===== src/rtl/core/binary_to_decimal_ascii_unit_defines.svh =====
// Assertion macros for the binary to decimal ASCII unit.
// Expects clk and rst_n in the scope of each use.
`ifndef BINARY_TO_DECIMAL_ASCII_UNIT_DEFINES_SVH
`define BINARY_TO_DECIMAL_ASCII_UNIT_DEFINES_SVH
`ifndef SYNTH
`define B2DA_ASSERT_IMP(lbl, ante, cons, msg) \
  lbl: assert property (@(posedge clk) disable iff (!rst_n) (ante) |-> (cons)) \
    else $error(msg);
`define B2DA_ASSERT_NXT(lbl, ante, cons, msg) \
  lbl: assert property (@(posedge clk) disable iff (!rst_n) (ante) |=> (cons)) \
    else $error(msg);
`else
`define B2DA_ASSERT_IMP(lbl, ante, cons, msg)
`define B2DA_ASSERT_NXT(lbl, ante, cons, msg)
`endif
`endif


===== src/rtl/core/b2da_pkg.sv =====
// Shared types, character codes and place-value tables for the decimal text unit.
// No dependencies.
`timescale 1ns / 1ps
package b2da_pkg;

  localparam logic [7:0] CHAR_ZERO  = 8'd48;
  localparam logic [7:0] CHAR_MINUS = 8'd45;
  localparam int         N_PLACES   = 9;
  localparam logic [3:0] UNITS_IDX  = 4'(N_PLACES);

  typedef struct packed {
    logic        neg;
    logic [31:0] mag;
  } b2da_item_t;

  typedef struct packed {
    logic full;
    logic empty;
  } b2da_q_stat_t;

  // k times the place value selected by idx, wide enough for 9 * 10^9
  function automatic logic [35:0] pv_mult(input logic [3:0] idx, input int k);
    logic [35:0] pv;
    unique case (idx)
      4'd0:    pv = 36'd1000000000;
      4'd1:    pv = 36'd100000000;
      4'd2:    pv = 36'd10000000;
      4'd3:    pv = 36'd1000000;
      4'd4:    pv = 36'd100000;
      4'd5:    pv = 36'd10000;
      4'd6:    pv = 36'd1000;
      4'd7:    pv = 36'd100;
      4'd8:    pv = 36'd10;
      default: pv = 36'd0;
    endcase
    return 36'(pv * 36'(k));
  endfunction

endpackage


===== src/rtl/core/b2da_front.sv =====
// Front end: classifies each request into sign flag and magnitude.
// Depends on b2da_pkg.
`timescale 1ns / 1ps
module b2da_front import b2da_pkg::*; (
  input  logic [31:0] value,
  input  logic        signed_mode,
  output b2da_item_t  item
);

  logic neg;

  always_comb begin
    neg      = signed_mode & value[31];
    item.neg = neg;
    // two's complement negate; the most negative word maps onto itself
    item.mag = neg ? (~value + 32'd1) : value;
  end

endmodule


===== config.mk =====
export PLATFORM = sky130hd
export DESIGN_NAME = b2da_front
export DESIGN_NICKNAME = d
export VERILOG_FILES = /design/src/rtl/core/binary_to_decimal_ascii_unit_defines.svh /design/src/rtl/core/b2da_pkg.sv /design/src/rtl/core/b2da_front.sv
export SDC_FILE = /design/constraint.sdc
export NUM_CORES = 1
export LEC_CHECK = 0
export CAP_MARGIN = 10
export CORE_AREA = 2 2 39 41
export DETAILED_ROUTE_END_ITERATION = 10
export DIE_AREA = 0 0 41 43
export DONT_BUFFER_PORTS = 1
export PLACE_DENSITY = 0.73
export SKIP_LAST_GASP = 1
export SYNTH_ARGS = -nofsm -noshare
export SYNTH_HDL_FRONTEND = slang
export SYNTH_SLANG_ARGS = --single-unit

===== constraint.sdc =====
create_clock -name vclk -period 4.2
set_input_delay 0.84 -clock vclk [all_inputs]
set_output_delay 0.84 -clock vclk [all_outputs]
set_load 0.01 [all_outputs]

# Yosys cells after proc, flatten, opt, wreduce, memory -nomap -nowiden
# Cells that the tools add are included.
totals:
  regBits: 0
  input_bits: 33
  output_inout_bits: 33
classes:
  add_sub_neg: 1
  mux: 1
  n_bitwise: 2
ops:
  columns: ["cell", "n"]
  rows:
  - ["$add 32x1->32 const B", 1]
  - ["$mux 32", 1]
  - ["$not 32->32", 1]
  - ["$and 1x1->1", 1]

# Logic depth before layout (Yosys ltp)
logic_depth:
  depth_word: 3
  mapped_depth: 6
  ltp_nobuf: 6

# Worst setup path before layout
# No wires, ideal clock.
synth_path:
  path_type: "in2out"
  from: "in value[1]"
  to: "out item[30] in the netlist's numbering"
  arrival_ps: 2358
  slack_ps: 1002
  cell_stages: 6
  path_buffers: 0
  cell_sequence: "inv_1 -> ha_1 -> or3b_2 -> nor4_4 -> a31oi_1 -> xor2_1"
synth_lines:
  columns: ["element", "line", "text"]
  rows:
  - ["from (decl)", "b2da_front.sv:5", "input logic [31:0] value,"]
  - ["to (decl)", "b2da_front.sv:7", "output b2da_item_t item"]

==> results.ini <==
[floorplanning]
fp.dieW_um = 41
start_util_pct = 51.6
num_rows = 14
core_um2 = 1380
dieArea_um2 = 1760
io_pins = 66
die-height_um = 43

[worst_setup_path]
critical_path.slowest_cell = nor4_4
critical_path_required_ns = 3.36
critPathMaxStageDelay_ns = 0.54
cp_max_fo = 8
cp_cell_sequence = inv_1 -> ha_1 -> or3b_2 -> nor4_4 -> a31oi_1 -> xor2_1
crit_buf_inv = 1
crit_type = in2out
critPathCaptureType = output pin
cp.arrival_ns = 2.55
start_kind = primary input
critPathTopFamily = simple AND/OR/NAND/NOR gates

[synthesis]
synthesis.nets = 141
yosys_warnings = 0
syn_avg_cell_area_um2 = 6.68
ys_seq_area_share_pct = 0
synthDominantCellAreaShare_pct = 23.3
syn-instance-count = 107
ys_types = 26
netlist_area_um2 = 714
ys_top_cells_by_area = xor2_1 (23%), xnor2_1 (12%), a21oi_1 (8.4%)
synth_top_cell_by_area = xor2_1

[power_and_ir_drop]
power_density_nw_per_um2 = 94.0
peakVddDrop_v = 0.0000428
p_leak_nw = 0.292

[timing]
timing.final.crit_share_pct = 80.8
maxSlewViolCount = 0
hold_viol = 0
fmax_mhz = 295
tns_ns = 0
relSlewSlack_pct = 66.7
layout_min_cycle_time_ns = 3.39
worst_pin_slew_ns = 0.496
finalSetupViolations = 0
rsz0062_at_grt = false

[route]
ant_nets = 0
drt-initial-drc-count = 14
drt-total-wl_um = 1680
drcViolationCount = 0
firstDrtPassIters = 4
vias = 740
wl_per_cell_um = 14.1
via_per_inst = 6.22

[global_route]
grt_start_max_net_pins = 15
grt_pass1_wl_um = 2340
grt_usage_pct = 17.7
grt_remaining_overflow = 0
antenna_found_initial = 0
grt_pass1_vias = 634

[finish]
numSequentialCells = 0
final_nets = 139
fillers = 149
clkbuf_count = 0
layout_commonest_cell = xor2_1
syn_to_final_growth_pct = 0
stdcell_count = 119
register_area_um2 = 0
multiInputGateArea_um2 = 657
drive_gt1_share_pct = 6.80
insertedDiodeCount = 0
mostFrequentLayoutCells = xor2_1 (19), nor2_1 (14), a21oi_1 (12)

[placement]
hpwlAfterDp_um = 1400
placed_cells = 119
io_buffers = 0
gp_congestion = 0.694

[min_path]
worstHoldPathType = in2out

[clocking]
post_cts_buffers = 0
holdBufCountCts = 0
post_cts_resized = 0

[status]
status = completed

[run]
cap_viol_max_count = 0

where the power goes:
group          switching (mW)  leakage [nW]  internal [mW]
sequential                  0             0              0
clock                       0             0              0
combinational          0.0439         0.292         0.0233
total                  0.0439         0.292         0.0233
cell usage after synthesis (all sizes together):
| cell | count |
|---|---|
| o41ai | 1 |
| nand4 | 1 |
| or4 | 6 |
| clkinv | 1 |
| a21boi | 1 |
| nor3 | 6 |
| o31ai | 2 |
| xor2 | 19 |
| nand2 | 3 |
| a31oi | 8 |
| or2 | 1 |
| ha | 1 |
| nor3b | 1 |
| xnor2 | 10 |
| buf | 3 |
| nor2 | 14 |
| clkbuf | 2 |
| or3b | 1 |
| o21ai | 2 |
| inv | 7 |
| a21oi | 12 |
| nor4 | 5 |
final timing paths:
check | startpoint | to | cells past startpoint
max | value[1] | item[30] | 6
min | value[0] | item[0] | 0
stage by stage:
stage | setup WS [ns] | power, mW | util (%) | instance area, µm² | hold slack (ns)
finish | 0.806 | 0.0671 | 51.6 | 714 | 1.68
global route | 0.689 | 0.0735 | 51.6 | 714 | 1.68
CTS | 0.778 | 0.0680 | 51.6 | 714 | 1.68
detailed placement | 0.792 | 0.0677 | 51.6 | 714 | 1.68
global placement | 0.812 | 0.0671 | 51.6 | 714 | 1.68
floorplan | 1.00 | 0.0629 | - | 714 | 1.75
logic make-up (layout without fill, tap and decap cells):
kind of cell | after synthesis | after routing | share of synthesized area (%)
xor gates and xnor gates | 29 | 29 | 35.6
AOI/OAI and AO/OA | 26 | 26 | 21.2
and+or+nand+nor | 38 | 38 | 33.5
buffers and inverters | 13 | 9 | 8.06
adders and majority gates | 1 | 1 | 1.75
routing by layer:
layer  wire length (µm)  GRT usage, %  up-vias  part of all wire [%]
met1                623          18.7      324                    37
met4                 16          3.33        0                  0.95
met2                861          34.1       42                    51
li1                   -             -      372                     -
met3                175          2.09        2                    10
met5                  0             0        -                     0
layout make-up:
cell class / instances / area share [%]
Tap cell: 16 / 2.80
Inverter: 8 / 4.20
Multi-Input combinational cell: 94 / 91.9
Timing Repair Buffer: 1 / 1.05
Note: power is estimated with default switching activity, not from simulation.
