===== src/rtl/core/binary_to_decimal_ascii_unit_defines.svh =====
// Assertion macros for the binary to decimal ASCII unit.
// Expects clk and rst_n in the scope of each use.
`ifndef BINARY_TO_DECIMAL_ASCII_UNIT_DEFINES_SVH
`define BINARY_TO_DECIMAL_ASCII_UNIT_DEFINES_SVH
`ifndef SYNTH
`define B2DA_ASSERT_IMP(lbl, ante, cons, msg) \
  lbl: assert property (@(posedge clk) disable iff (!rst_n) (ante) |-> (cons)) \
    else $error(msg);
`define B2DA_ASSERT_NXT(lbl, ante, cons, msg) \
  lbl: assert property (@(posedge clk) disable iff (!rst_n) (ante) |=> (cons)) \
    else $error(msg);
`else
`define B2DA_ASSERT_IMP(lbl, ante, cons, msg)
`define B2DA_ASSERT_NXT(lbl, ante, cons, msg)
`endif
`endif


===== src/rtl/core/b2da_pkg.sv =====
// Shared types, character codes and place-value tables for the decimal text unit.
// No dependencies.
`timescale 1ns / 1ps
package b2da_pkg;

  localparam logic [7:0] CHAR_ZERO  = 8'd48;
  localparam logic [7:0] CHAR_MINUS = 8'd45;
  localparam int         N_PLACES   = 9;
  localparam logic [3:0] UNITS_IDX  = 4'(N_PLACES);

  typedef struct packed {
    logic        neg;
    logic [31:0] mag;
  } b2da_item_t;

  typedef struct packed {
    logic full;
    logic empty;
  } b2da_q_stat_t;

  // k times the place value selected by idx, wide enough for 9 * 10^9
  function automatic logic [35:0] pv_mult(input logic [3:0] idx, input int k);
    logic [35:0] pv;
    unique case (idx)
      4'd0:    pv = 36'd1000000000;
      4'd1:    pv = 36'd100000000;
      4'd2:    pv = 36'd10000000;
      4'd3:    pv = 36'd1000000;
      4'd4:    pv = 36'd100000;
      4'd5:    pv = 36'd10000;
      4'd6:    pv = 36'd1000;
      4'd7:    pv = 36'd100;
      4'd8:    pv = 36'd10;
      default: pv = 36'd0;
    endcase
    return 36'(pv * 36'(k));
  endfunction

endpackage


===== src/rtl/core/b2da_fifo.sv =====
// Short request queue between the front end and the digit engine.
// Depends on b2da_pkg.
`timescale 1ns / 1ps
module b2da_fifo import b2da_pkg::*; #(
  parameter int DEPTH = 2
) (
  input  logic         clk,
  input  logic         rst_n,
  input  logic         push,
  input  b2da_item_t   wr_item,
  input  logic         pop,
  output b2da_item_t   rd_item,
  output b2da_q_stat_t stat
);

  localparam int PW = (DEPTH > 1) ? $clog2(DEPTH) : 1;
  localparam int CW = $clog2(DEPTH + 1);

  b2da_item_t    mem_r [DEPTH];
  logic [PW-1:0] wp_r, wp_nxt, rp_r, rp_nxt;
  logic [CW-1:0] cnt_r, cnt_nxt;

  function automatic logic [PW-1:0] bump(input logic [PW-1:0] p);
    return (p == PW'(DEPTH - 1)) ? '0 : PW'(p + 1'b1);
  endfunction

  always_comb begin
    wp_nxt  = push ? bump(wp_r) : wp_r;
    rp_nxt  = pop ? bump(rp_r) : rp_r;
    cnt_nxt = cnt_r;
    if (push && !pop) begin
      cnt_nxt = CW'(cnt_r + 1'b1);
    end else if (pop && !push) begin
      cnt_nxt = CW'(cnt_r - 1'b1);
    end
    stat.full  = (cnt_r == CW'(DEPTH));
    stat.empty = (cnt_r == '0);
    rd_item    = mem_r[rp_r];
  end

  always_ff @(posedge clk) begin
    if (!rst_n) begin
      wp_r  <= '0;
      rp_r  <= '0;
      cnt_r <= '0;
    end else begin
      wp_r  <= wp_nxt;
      rp_r  <= rp_nxt;
      cnt_r <= cnt_nxt;
    end
  end

  always_ff @(posedge clk) begin
    if (push) begin
      mem_r[wp_r] <= wr_item;
    end
  end

endmodule


===== config.mk =====
export PLATFORM = sky130hd
export DESIGN_NAME = b2da_fifo
export DESIGN_NICKNAME = d
export VERILOG_FILES = /design/src/rtl/core/binary_to_decimal_ascii_unit_defines.svh /design/src/rtl/core/b2da_pkg.sv /design/src/rtl/core/b2da_fifo.sv
export SDC_FILE = /design/constraint.sdc
export NUM_CORES = 1
export LEC_CHECK = 0
export BUFFER_PORTS_ARGS = -buffer_cell sky130_fd_sc_hd__clkbuf_2
export CAP_MARGIN = 20
export CORE_UTILIZATION = 50
export DETAILED_ROUTE_END_ITERATION = 12
export PLACE_DENSITY_LB_ADDON = 0.1
export SLEW_MARGIN = 40
export SYNTH_ARGS = -nofsm -noshare
export SYNTH_HDL_FRONTEND = slang
export SYNTH_SLANG_ARGS = --single-unit

===== constraint.sdc =====
create_clock -name clk -period 2.85 [get_ports clk]
set_input_delay 0.285 -clock clk [delete_from_list [all_inputs] [get_ports clk]]
set_output_delay 0.285 -clock clk [all_outputs]
set_load 0.005 [all_outputs]

# Word level (Yosys, flattened, before mapping)
# Memories as Yosys holds them, arrays and structs flattened. A register that Yosys moved wholly into a read port is not among the register bits.
# Index checks and enable logic that the tools add are counted.
word_totals:
  romBits: 0
  latchBits: 0
  ram_bits: 66
  input_bits: 37
  reg_bits: 4
  n_memories: 1
  word_cells: 23
op_classes:
  muxes: 8
  n_lt_le_gt_ge: 0
  n_bitwise: 0
  n_shift: 0
  eq_ne: 1
  add_sub_neg: 4
  mul: 0
  n_div: 0
  reduce_logical: 6
mem_list:
  columns: ["name", "words", "width", "rd", "rd_ports_with_merged_regs", "write_ports", "line_no", "text"]
  rows:
  - ["mem_r", 2, 33, 1, 1, 1, "b2da_fifo.sv:19", "b2da_item_t mem_r [DEPTH];"]
ops:
  columns: ["operator", "n"]
  rows:
  - ["1-bit 2-to-1 mux", 6]
  - ["2-bit 2-to-1 mux", 2]
  - ["1-bit adder, second input constant", 2]
  - ["2-bit by 1-bit adder with 2-bit output, second input constant", 1]
  - ["2-bit equality test, second input constant", 1]
  - ["1-bit logical AND", 2]
  - ["1-bit zero test", 2]
  - ["2-bit zero test", 1]
  - ["2-bit nonzero test", 1]
  - ["2-bit by 1-bit subtractor with 2-bit output, second input constant", 1]

# Depth between registers and ports, before layout
# Gate-level depths: netlist (run 1).
logic_depth:
  depth_word: 4
  depth_mapped: 5
  depth_no_buf: 5

# Worst setup path before layout (run 1)
# OpenSTA, ideal clock, no wires.
synth_path:
  path_type: "register -> register"
  startpoint: "register wp_r"
  endpoint: "memory mem_r[0][0] (netlist name) (enable)"
  setup_time_ps: 428
  slack_ps: 602
  arrival_ps: 1820
  period_less_slack_ps: 2248
  stages_incl_launch_ff: 2
  required_time_ps: 2422
  cell_sequence: "dfxtp_1 > nor2b_1"
synth_rtl:
  columns: ["element", "line_no", "text"]
  rows:
  - ["start, declared", "b2da_fifo.sv:20", "logic [PW-1:0] wp_r, wp_nxt, rp_r, rp_nxt;"]
  - ["start signal, assigned", "b2da_fifo.sv:47", "wp_r <= wp_nxt;"]
  - ["end, declared", "b2da_fifo.sv:19", null]
# Straight into the memory's write port.

==> load_flow_metrics.sql, run 1 <==
INSERT INTO impl_metrics (metric_group, metric, value, unit) VALUES
('status', 'outcome', 'completed', ''),
('setup_path', 'crit_arrival', '1.41', 'ns'),
('drt', 'vias', '1377', ''),
('setup_path', 'crit_required', '2.57', 'ns'),
('worst_hold_path', 'worstHoldStart', 'wr_item[31]', ''),
('floorplan', 'std_cell_rows', '25', ''),
('setup_path', 'worst_setup_path_start_kind', 'flop', ''),
('setup_path', 'end_kind', 'output port', ''),
('synthesis', 'yosys-top-cells-area', 'edfxtp_1 76%, mux2_2 14%, dfxtp_1 3.9%', ''),
('drt', 'ant_nets', '0', ''),
('setup_path', 'r2r-start', 'wp_r', ''),
('cells_and_area', 'num_antenna_cells', '0', ''),
('clocking', 'cts.repair.resized', '0', ''),
('sta', 'clock_skew', '0.00404', 'ns'),
('clocking', 'clock-sinks', '71', ''),
('clocking', 'htreeDepth', '3', ''),
('grt', 'grt_use_total', '16.5', '%'),
('drt', 'route.detailed.vias_per_inst', '4.94', ''),
('grt', 'grt-ovfl-total', '0', ''),
('sta', 'finalSetupTns', '0', 'ns'),
('cells_and_area', 'area.growth.synth_to_final', '26.0', '%'),
('synthesis', 'synth.distinct_cells', '17', ''),
('placed_design', 'numPlacedInstances', '264', ''),
('sta', 'setup-violations-final', '0', ''),
('drt', 'totalWireLength', '4.23', 'mm'),
('worst_hold_path', 'worstHoldEndpoint', 'mem_r[0][31]', ''),
('sta', 'finalMaxSlewViolations', '0', ''),
('pwr', 'powerDensity', '690', 'nW/um2'),
('synthesis', 'syn-cell-area', '2600', 'um2'),
('sta', 'final.setup.worst_slack', '1.15', 'ns'),
('clocking', 'cts_max_path_buffers', '2', ''),
('sta', 'rsz0062_at_grt', 'false', ''),
('worst_hold_path', 'whs_path_depth', '1', ''),
('floorplan', 'overall_die_width', '74.1', 'um'),
('clocking', 'worst_skew_pair.late_latency', '0.33', 'ns'),
('sta', 'fin_crit', '1.70', 'ns'),
('cells_and_area', 'drive_above_1_share', '58.0', '%'),
('drt', 'drt-pass1-iter-count', '4', ''),
('pwr', 'power.ir.vdd_worst', '0.476', 'mV'),
('setup_path', 'crit_type', 'reg -> out', ''),
('grt', 'grt_start_max_net_pins', '21', ''),
('synthesis', 'yosys_warnings', '0', ''),
('synthesis', 'synth_largest_type_area_fraction', '76.3', '%'),
('setup_path', 'r2r_end', 'mem_r[1][11]', ''),
('clocking', 'cts.root.buffer_cell', 'clkbuf_8', ''),
('sta', 'timing_worst_slew_pin_value', '0.630', 'ns'),
('sta', 'max-slew-margin-rel', '58.0', '%'),
('synthesis', 'netlist_instances', '125', ''),
('cells_and_area', 'nNetsFinal', '246', ''),
('grt', 'grt_antenna_before_repair', '0', ''),
('placed_design', 'place.gp.congestion', '0.643', ''),
('drt', 'drt_iter0_drc', '54', ''),
('run', 'cap_viol_max_count', '0', ''),
('cells_and_area', 'post-route-util', '67.5', '%'),
('synthesis', 'syn_avg_cell_area', '20.8', 'um2'),
('floorplan', 'start_util', '53.6', '%'),
('synthesis', 'yosysTopAreaCell', 'edfxtp_1', ''),
('pwr', 'p_leak', '1.27', 'nW'),
('clocking', 'tritoncts_clock_tree', 'built', ''),
('synthesis', 'synth-seq-cells', '71', ''),
('drt', 'wl_per_cell', '15.2', 'um'),
('clocking', 'holdBufCountCts', '0', ''),
('sta', 'maxClockFrequency', '589', 'MHz'),
('synthesis', 'share_of_synthesized_area_occupied_by_flip_flops_and_latches', '80.2', '%'),
('cells_and_area', 'layoutNonFillerInstCount', '279', ''),
('placed_design', 'setup_ws_pre_cts', '1.12', 'ns'),
('clocking', 'numCtsBuffers', '9', ''),
('floorplan', 'core_area', '4850', 'um2'),
('sta', 'final-hold-violation-count', '0', ''),
('clocking', 'post_cts_buffers', '0', ''),
('placed_design', 'post-dp-hpwl', '2.99', 'mm'),
('grt', 'vias_in_the_first_global_route', '1374', ''),
('setup_path', 'rrSetupSlack', '1.20', 'ns'),
('clocking', 'cts.clk_slew.worst_paths', '0.07', 'ns'),
('synthesis', 'synth_nets', '163', ''),
('grt', 'grt_pass1_wl', '6.24', 'mm'),
('worst_hold_path', 'hold_path_class', 'in -> reg', ''),
('placed_design', 'port_buffers', '71', ''),
('floorplan', 'height_of_the_die', '74.1', 'um'),
('drt', 'post-route-drc-count', '0', ''),
('setup_path', 'worstPathMaxFanout', '17', ''),
('floorplan', 'io-pin-count', '72', ''),
('setup_path', 'worst_r2r_path_depth', '2', ''),
('floorplan', 'fp.dieArea', '5490', 'um2'),
('sta', 'post-route-period-util', '59.6', '%');
## logic make-up (layout without fill, tap and decap cells)
group | Yosys count | in the layout | synth area share, %
adder cells (fa/ha/maj) | 1 | 1 | 0.482
XOR/XNOR | 3 | 3 | 1.01
multiplexers | 33 | 33 | 14.3
flip-flops | 71 | 71 | 80.2
AO/OA/AOI/OAI | 3 | 3 | 0.771
buffers and inverters | 5 | 92 | 1.11
AND/OR/NAND/NOR | 9 | 9 | 2.17
## cell usage after synthesis
cell	instances
a21boi_1	1
and2_1	4
and2b_2	1
buf_2	2
buf_4	2
dfxtp_1	5
edfxtp_1	66
ha_1	1
inv_1	1
mux2_2	33
nor2_1	1
nor2b_1	2
o21a_1	1
o21ai_0	1
or3_1	1
xnor2_1	1
xor2_1	2
## where the power goes
group	switching [W]	leakage, nW	internal (W)
combinational	0.000104	0.511	0.000123
clock	0.000334	0.102	0.000477
sequential	0.0000171	0.661	0.00120
total	0.000454	1.27	0.00180
## how the worst max path moves through the flow
stage / depth (start not counted) / from / to
after floorplan: 1 / wp_r / mem_r[0][0]
after global placement: 3 / push / mem_r[1][15]
after detailed placement: 3 / push / mem_r[1][14]
after CTS: 3 / flop / rd_item[16]
after global routing: 2 / wp_r / mem_r[1][17]
final: 3 / flop / rd_item[16]
## metal layers
layer	wire length, um	track usage [%]	vias up
met3	224	5.83	13
met4	127	11.1	0
li1	-	-	646
met2	2130	26.9	54
met1	1750	18.4	664
met5	0	0	-
## metrics by stage
stage	cell area, um2	total power [W]	hold WS [ns]
finish	3270	0.00226	0.140
global route	3270	0.00234	0.121
CTS	3270	0.00228	0.128
detailed placement	3070	0.00147	0.481
global placement	3040	0.00145	0.473
floorplan	2600	0.00136	0.384
## final cells by class
type | count | area [um2]
sequential | 71 | 2080
fill | 346 | 1580
multi-input combinational | 49 | 494
timing repair buffer | 76 | 408
clock buffer | 9 | 124
tap | 67 | 83.8
clock inverter | 6 | 76.3
inverter | 1 | 3.75
## flip-flops by register name, indices dropped and copies added (netlist names), named ones only
name and flops:
mem_r 66, cnt_r 2, wp_r 1, rp_r 1
## cell usage in the layout, fill, tap and decap left out
cell type	instances
clkbuf_2	71
clkinv_2	1
o21a_1	1
dfxtp_1	5
edfxtp_1	66
ha_1	1
buf_4	3
xor2_1	2
buf_8	2
nor2b_1	1
a21boi_1	1
clkbuf_8	9
and2b_2	1
clkinv_1	3
nor2_1	1
nor2b_4	1
and2_1	4
or3_1	1
xnor2_1	1
mux2_2	33
inv_1	1
bufinv_16	2
o21ai_0	1
## worst max-delay path: stages (launching register included)
cell	delay, ns
dfxtp_1	0.33
buf_4	0.26
mux2_2	0.38
clkbuf_2	0.11
Power figures use the tool's default switching activity.
==> run 2, diff against run 1 <==
Settings changed: CORE_UTILIZATION 50 to 46.
Clock period 2.85 ns to 1.4 ns, I/O delays scaled along.
==> run 2 against run 1 <==
  * The run now ends with setup timing left
  * Highest routed layer unchanged
  * Sequential share of layout area decreased by 5.3 points
  * Non-clock buffer count grew 24
  * Clock power up 59%
  * Largest power group unchanged
  * Critical path depth unchanged
  * Combinational power rose to 2.5 times the previous value
  * Final area increased by 9.4%
  * Total power up 93%
  * Die area rose by 8.5%
  * Cell count up 10%
  * Worst hold slack got worse by 0.13 ns
==> load_flow_metrics.sql, run 2 (same netlist as run 1, synthesis figures left out) <==
INSERT INTO impl_metrics (metric_group, metric, value, unit) VALUES
('sta', 'final.setup.worst_slack', '-0.0511', 'ns'),
('grt', 'met3_usage', '4.29', '%'),
('setup_path', 'end_kind', 'output port', ''),
('drt', 'ant_nets', '0', ''),
('cells_and_area', 'area_taken_by_multi_input_logic_gates', '563', 'um2'),
('placed_design', 'post-dp-hpwl', '2.70', 'mm'),
('setup_path', 'path_buf_inv', '2', ''),
('pwr', 'intPower', '0.00343', 'W'),
('pwr', 'clkPwrFrac', '29.6', '%'),
('sta', 'timing_worst_slew_pin_value', '0.200', 'ns'),
('grt', 'grt-ovfl-total', '0', ''),
('pwr', 'fin_total_pwr', '0.00435', 'W'),
('grt', 'met2_usage', '28.1', '%'),
('floorplan', 'core_area', '5270', 'um2'),
('sta', 'max-slew-margin-rel', '86.7', '%'),
('sta', 'final-hold-violation-count', '0', ''),
('run', 'cap_viol_max_count', '0', ''),
('cells_and_area', 'largest_reg_flops', '66', ''),
('clocking', 'post_cts_buffers', '0', ''),
('grt', 'globalRoute.busiestLayer', 'met2', ''),
('sta', 'rsz0062_at_grt', 'true', ''),
('placed_design', 'port_buffers', '71', ''),
('cells_and_area', 'post-route-util', '67.9', '%'),
('placed_design', 'place.gp.congestion', '0.700', ''),
('floorplan', 'fp.dieArea', '5950', 'um2'),
('cells_and_area', 'mostFrequentLayoutCell', 'clkbuf_2', ''),
('cells_and_area', 'area.growth.synth_to_final', '37.8', '%'),
('grt', 'vias_in_the_first_global_route', '1579', ''),
('sta', 'post-route-period-util', '104', '%'),
('setup_path', 'crit_path_max_incr_delay', '0.37', 'ns'),
('drt', 'drt-pass1-iter-count', '4', ''),
('cells_and_area', 'fillers', '402', ''),
('cells_and_area', 'nNetsFinal', '270', ''),
('cells_and_area', 'top_regs', 'mem_r (66), cnt_r (2)', ''),
('floorplan', 'overall_die_width', '77.1', 'um'),
('pwr', 'share_comb_of_total_power', '13.2', '%'),
('clocking', 'cts.clk_slew.worst_paths', '0.06', 'ns'),
('worst_hold_path', 'hold_path_class', 'in -> reg', ''),
('grt', 'grt_antenna_before_repair', '0', ''),
('clocking', 'worst_skew_pair.late_latency', '0.32', 'ns'),
('drt', 'post-route-drc-count', '0', ''),
('sta', 'maxClockFrequency', '689', 'MHz'),
('floorplan', 'start_util', '49.3', '%'),
('pwr', 'p_leak', '1.43', 'nW'),
('setup_path', 'worst_setup_path_start_kind', 'flop', ''),
('pwr', 'seq_power_share', '57.2', '%'),
('cells_and_area', 'num_antenna_cells', '0', ''),
('cells_and_area', 'most-common-layout-cells', '71 x clkbuf_2, 66 x edfxtp_1, 25 x dlygate4sd3_1', ''),
('setup_path', 'critical_path.cell_chain', 'buf_12 -> mux2_2 -> clkbuf_2', ''),
('grt', 'gr_met1_demand_resource', '18.6', '%'),
('pwr', 'swShare', '21.1', '%'),
('drt', 'route.detailed.vias_per_inst', '4.64', ''),
('setup_path', 'crit_type', 'reg -> out', ''),
('setup_path', 'rrSetupSlack', '0.28', 'ns'),
('setup_path', 'crit_required', '1.26', 'ns'),
('clocking', 'cts.root.buffer_cell', 'clkbuf_8', ''),
('cells_and_area', 'seq_cell_area', '2090', 'um2'),
('sta', 'clock_skew', '0.00492', 'ns'),
('pwr', 'switching_power_summed_over_all_nets', '0.000915', 'W'),
('sta', 'fin_crit', '1.45', 'ns'),
('clocking', 'htreeDepth', '3', ''),
('drt', 'vias', '1426', ''),
('placed_design', 'setup_ws_pre_cts', '0.192', 'ns'),
('grt', 'grt_use_total', '16.3', '%'),
('setup_path', 'cp_slowest_cell', 'dfxtp_4', ''),
('cells_and_area', 'regMostFlops', 'mem_r', ''),
('setup_path', 'cell_family_with_the_largest_share_of_critical_path_delay', 'flip-flops', ''),
('clocking', 'tritoncts_clock_tree', 'built', ''),
('floorplan', 'io-pin-count', '72', ''),
('pwr', 'powerDensity', '1210', 'nW/um2'),
('floorplan', 'height_of_the_die', '77.1', 'um'),
('clocking', 'clock-sinks', '71', ''),
('setup_path', 'crit_arrival', '1.31', 'ns'),
('floorplan', 'std_cell_rows', '26', ''),
('status', 'violations', 'setup timing', ''),
('sta', 'setup-violations-final', '33', ''),
('drt', 'wl_per_cell', '14.4', 'um'),
('pwr', 'power.ir.vdd_worst', '0.852', 'mV'),
('sta', 'final.hold.worst_slack', '0.0127', 'ns'),
('sta', 'finalMaxSlewViolations', '0', ''),
('cells_and_area', 'drive_above_1_share', '51.9', '%'),
('clocking', 'numCtsBuffers', '9', ''),
('clocking', 'cts_max_path_buffers', '2', ''),
('grt', 'grt_start_max_net_pins', '35', ''),
('setup_path', 'worstPathMaxFanout', '18', ''),
('status', 'outcome', 'finished, violations left', ''),
('drt', 'totalWireLength', '4.43', 'mm'),
('drt', 'drt_iter0_drc', '38', ''),
('grt', 'grt_pass1_wl', '7.16', 'mm');
[run 2: cell count changes in the layout (fill, tap and decap cells not counted), moves of 2 or more]
cell,change
buf_4,-3
buf_12,+4
clkinv_1,-3
buf_8,-2
bufinv_16,-2
clkbuf_1,+5
dlygate4sd3_1,+25
mux2_4,+18
mux2_2,-18
[run 2: layout make-up]
type / instances / share of cell area (%)
flip-flops and latches: 71 / 58.3
repair buffers: 100 / 19.2
multi-input cells: 49 / 15.7
clock buffers: 14 / 3.99
well taps: 70 / 2.45
clock inverters: 2 / 0.280
inverters: 1 / 0.105
[run 2: metal layers]
metal	vias to the layer above	routed length, um
met3	7	198
met4	0	67
li1	694	-
met2	44	2370
met5	-	0
met1	681	1790
[run 2: path summary, 6_finish.rpt]
kind | from | endpoint | cells past startpoint
setup / recovery | flop | rd_item[29] | 3
hold / removal | wr_item[29] | mem_r[1][29] | 1
setup reg to reg | wp_r | mem_r[1][5] | 2
hold reg to reg | cnt_r[1] | cnt_r[1] | 2
[run 2: metrics by stage]
stage               std cells  area [um2]  setup TNS, ns
CTS                       302        3500          -1.84
detailed placement        266        3100              0
global route              307        3580          -3.01
global placement          266        3100              0
floorplan                 125        2610              0
finish                    307        3580          -1.14
[run 2: worst reg2reg max path: cells and delay by family, from the launching register on]
kind	cells	cell delay, ns
buffers and inverters	1	0.21
AND/OR/NAND/NOR	1	0.19
flip-flops	1	0.38
[run 2: repair_timing]
item                       in CTS  in global routing
pin swaps                       0                  0
setup endpoints to repair      33                 33
resized for setup              13                  7
hold buffers                   20                  5
hold endpoints to repair       36                  9
[run 2: power by group through the flow]
stage	Sequential (W)	Clock (W)	Combinational, W
after floorplan	0.00252	0	0.000250
after global placement	0.00252	0	0.000471
after detailed placement	0.00253	0	0.000481
after CTS	0.00249	0.00134	0.000555
after global routing	0.00250	0.00144	0.000618
final	0.00249	0.00129	0.000574
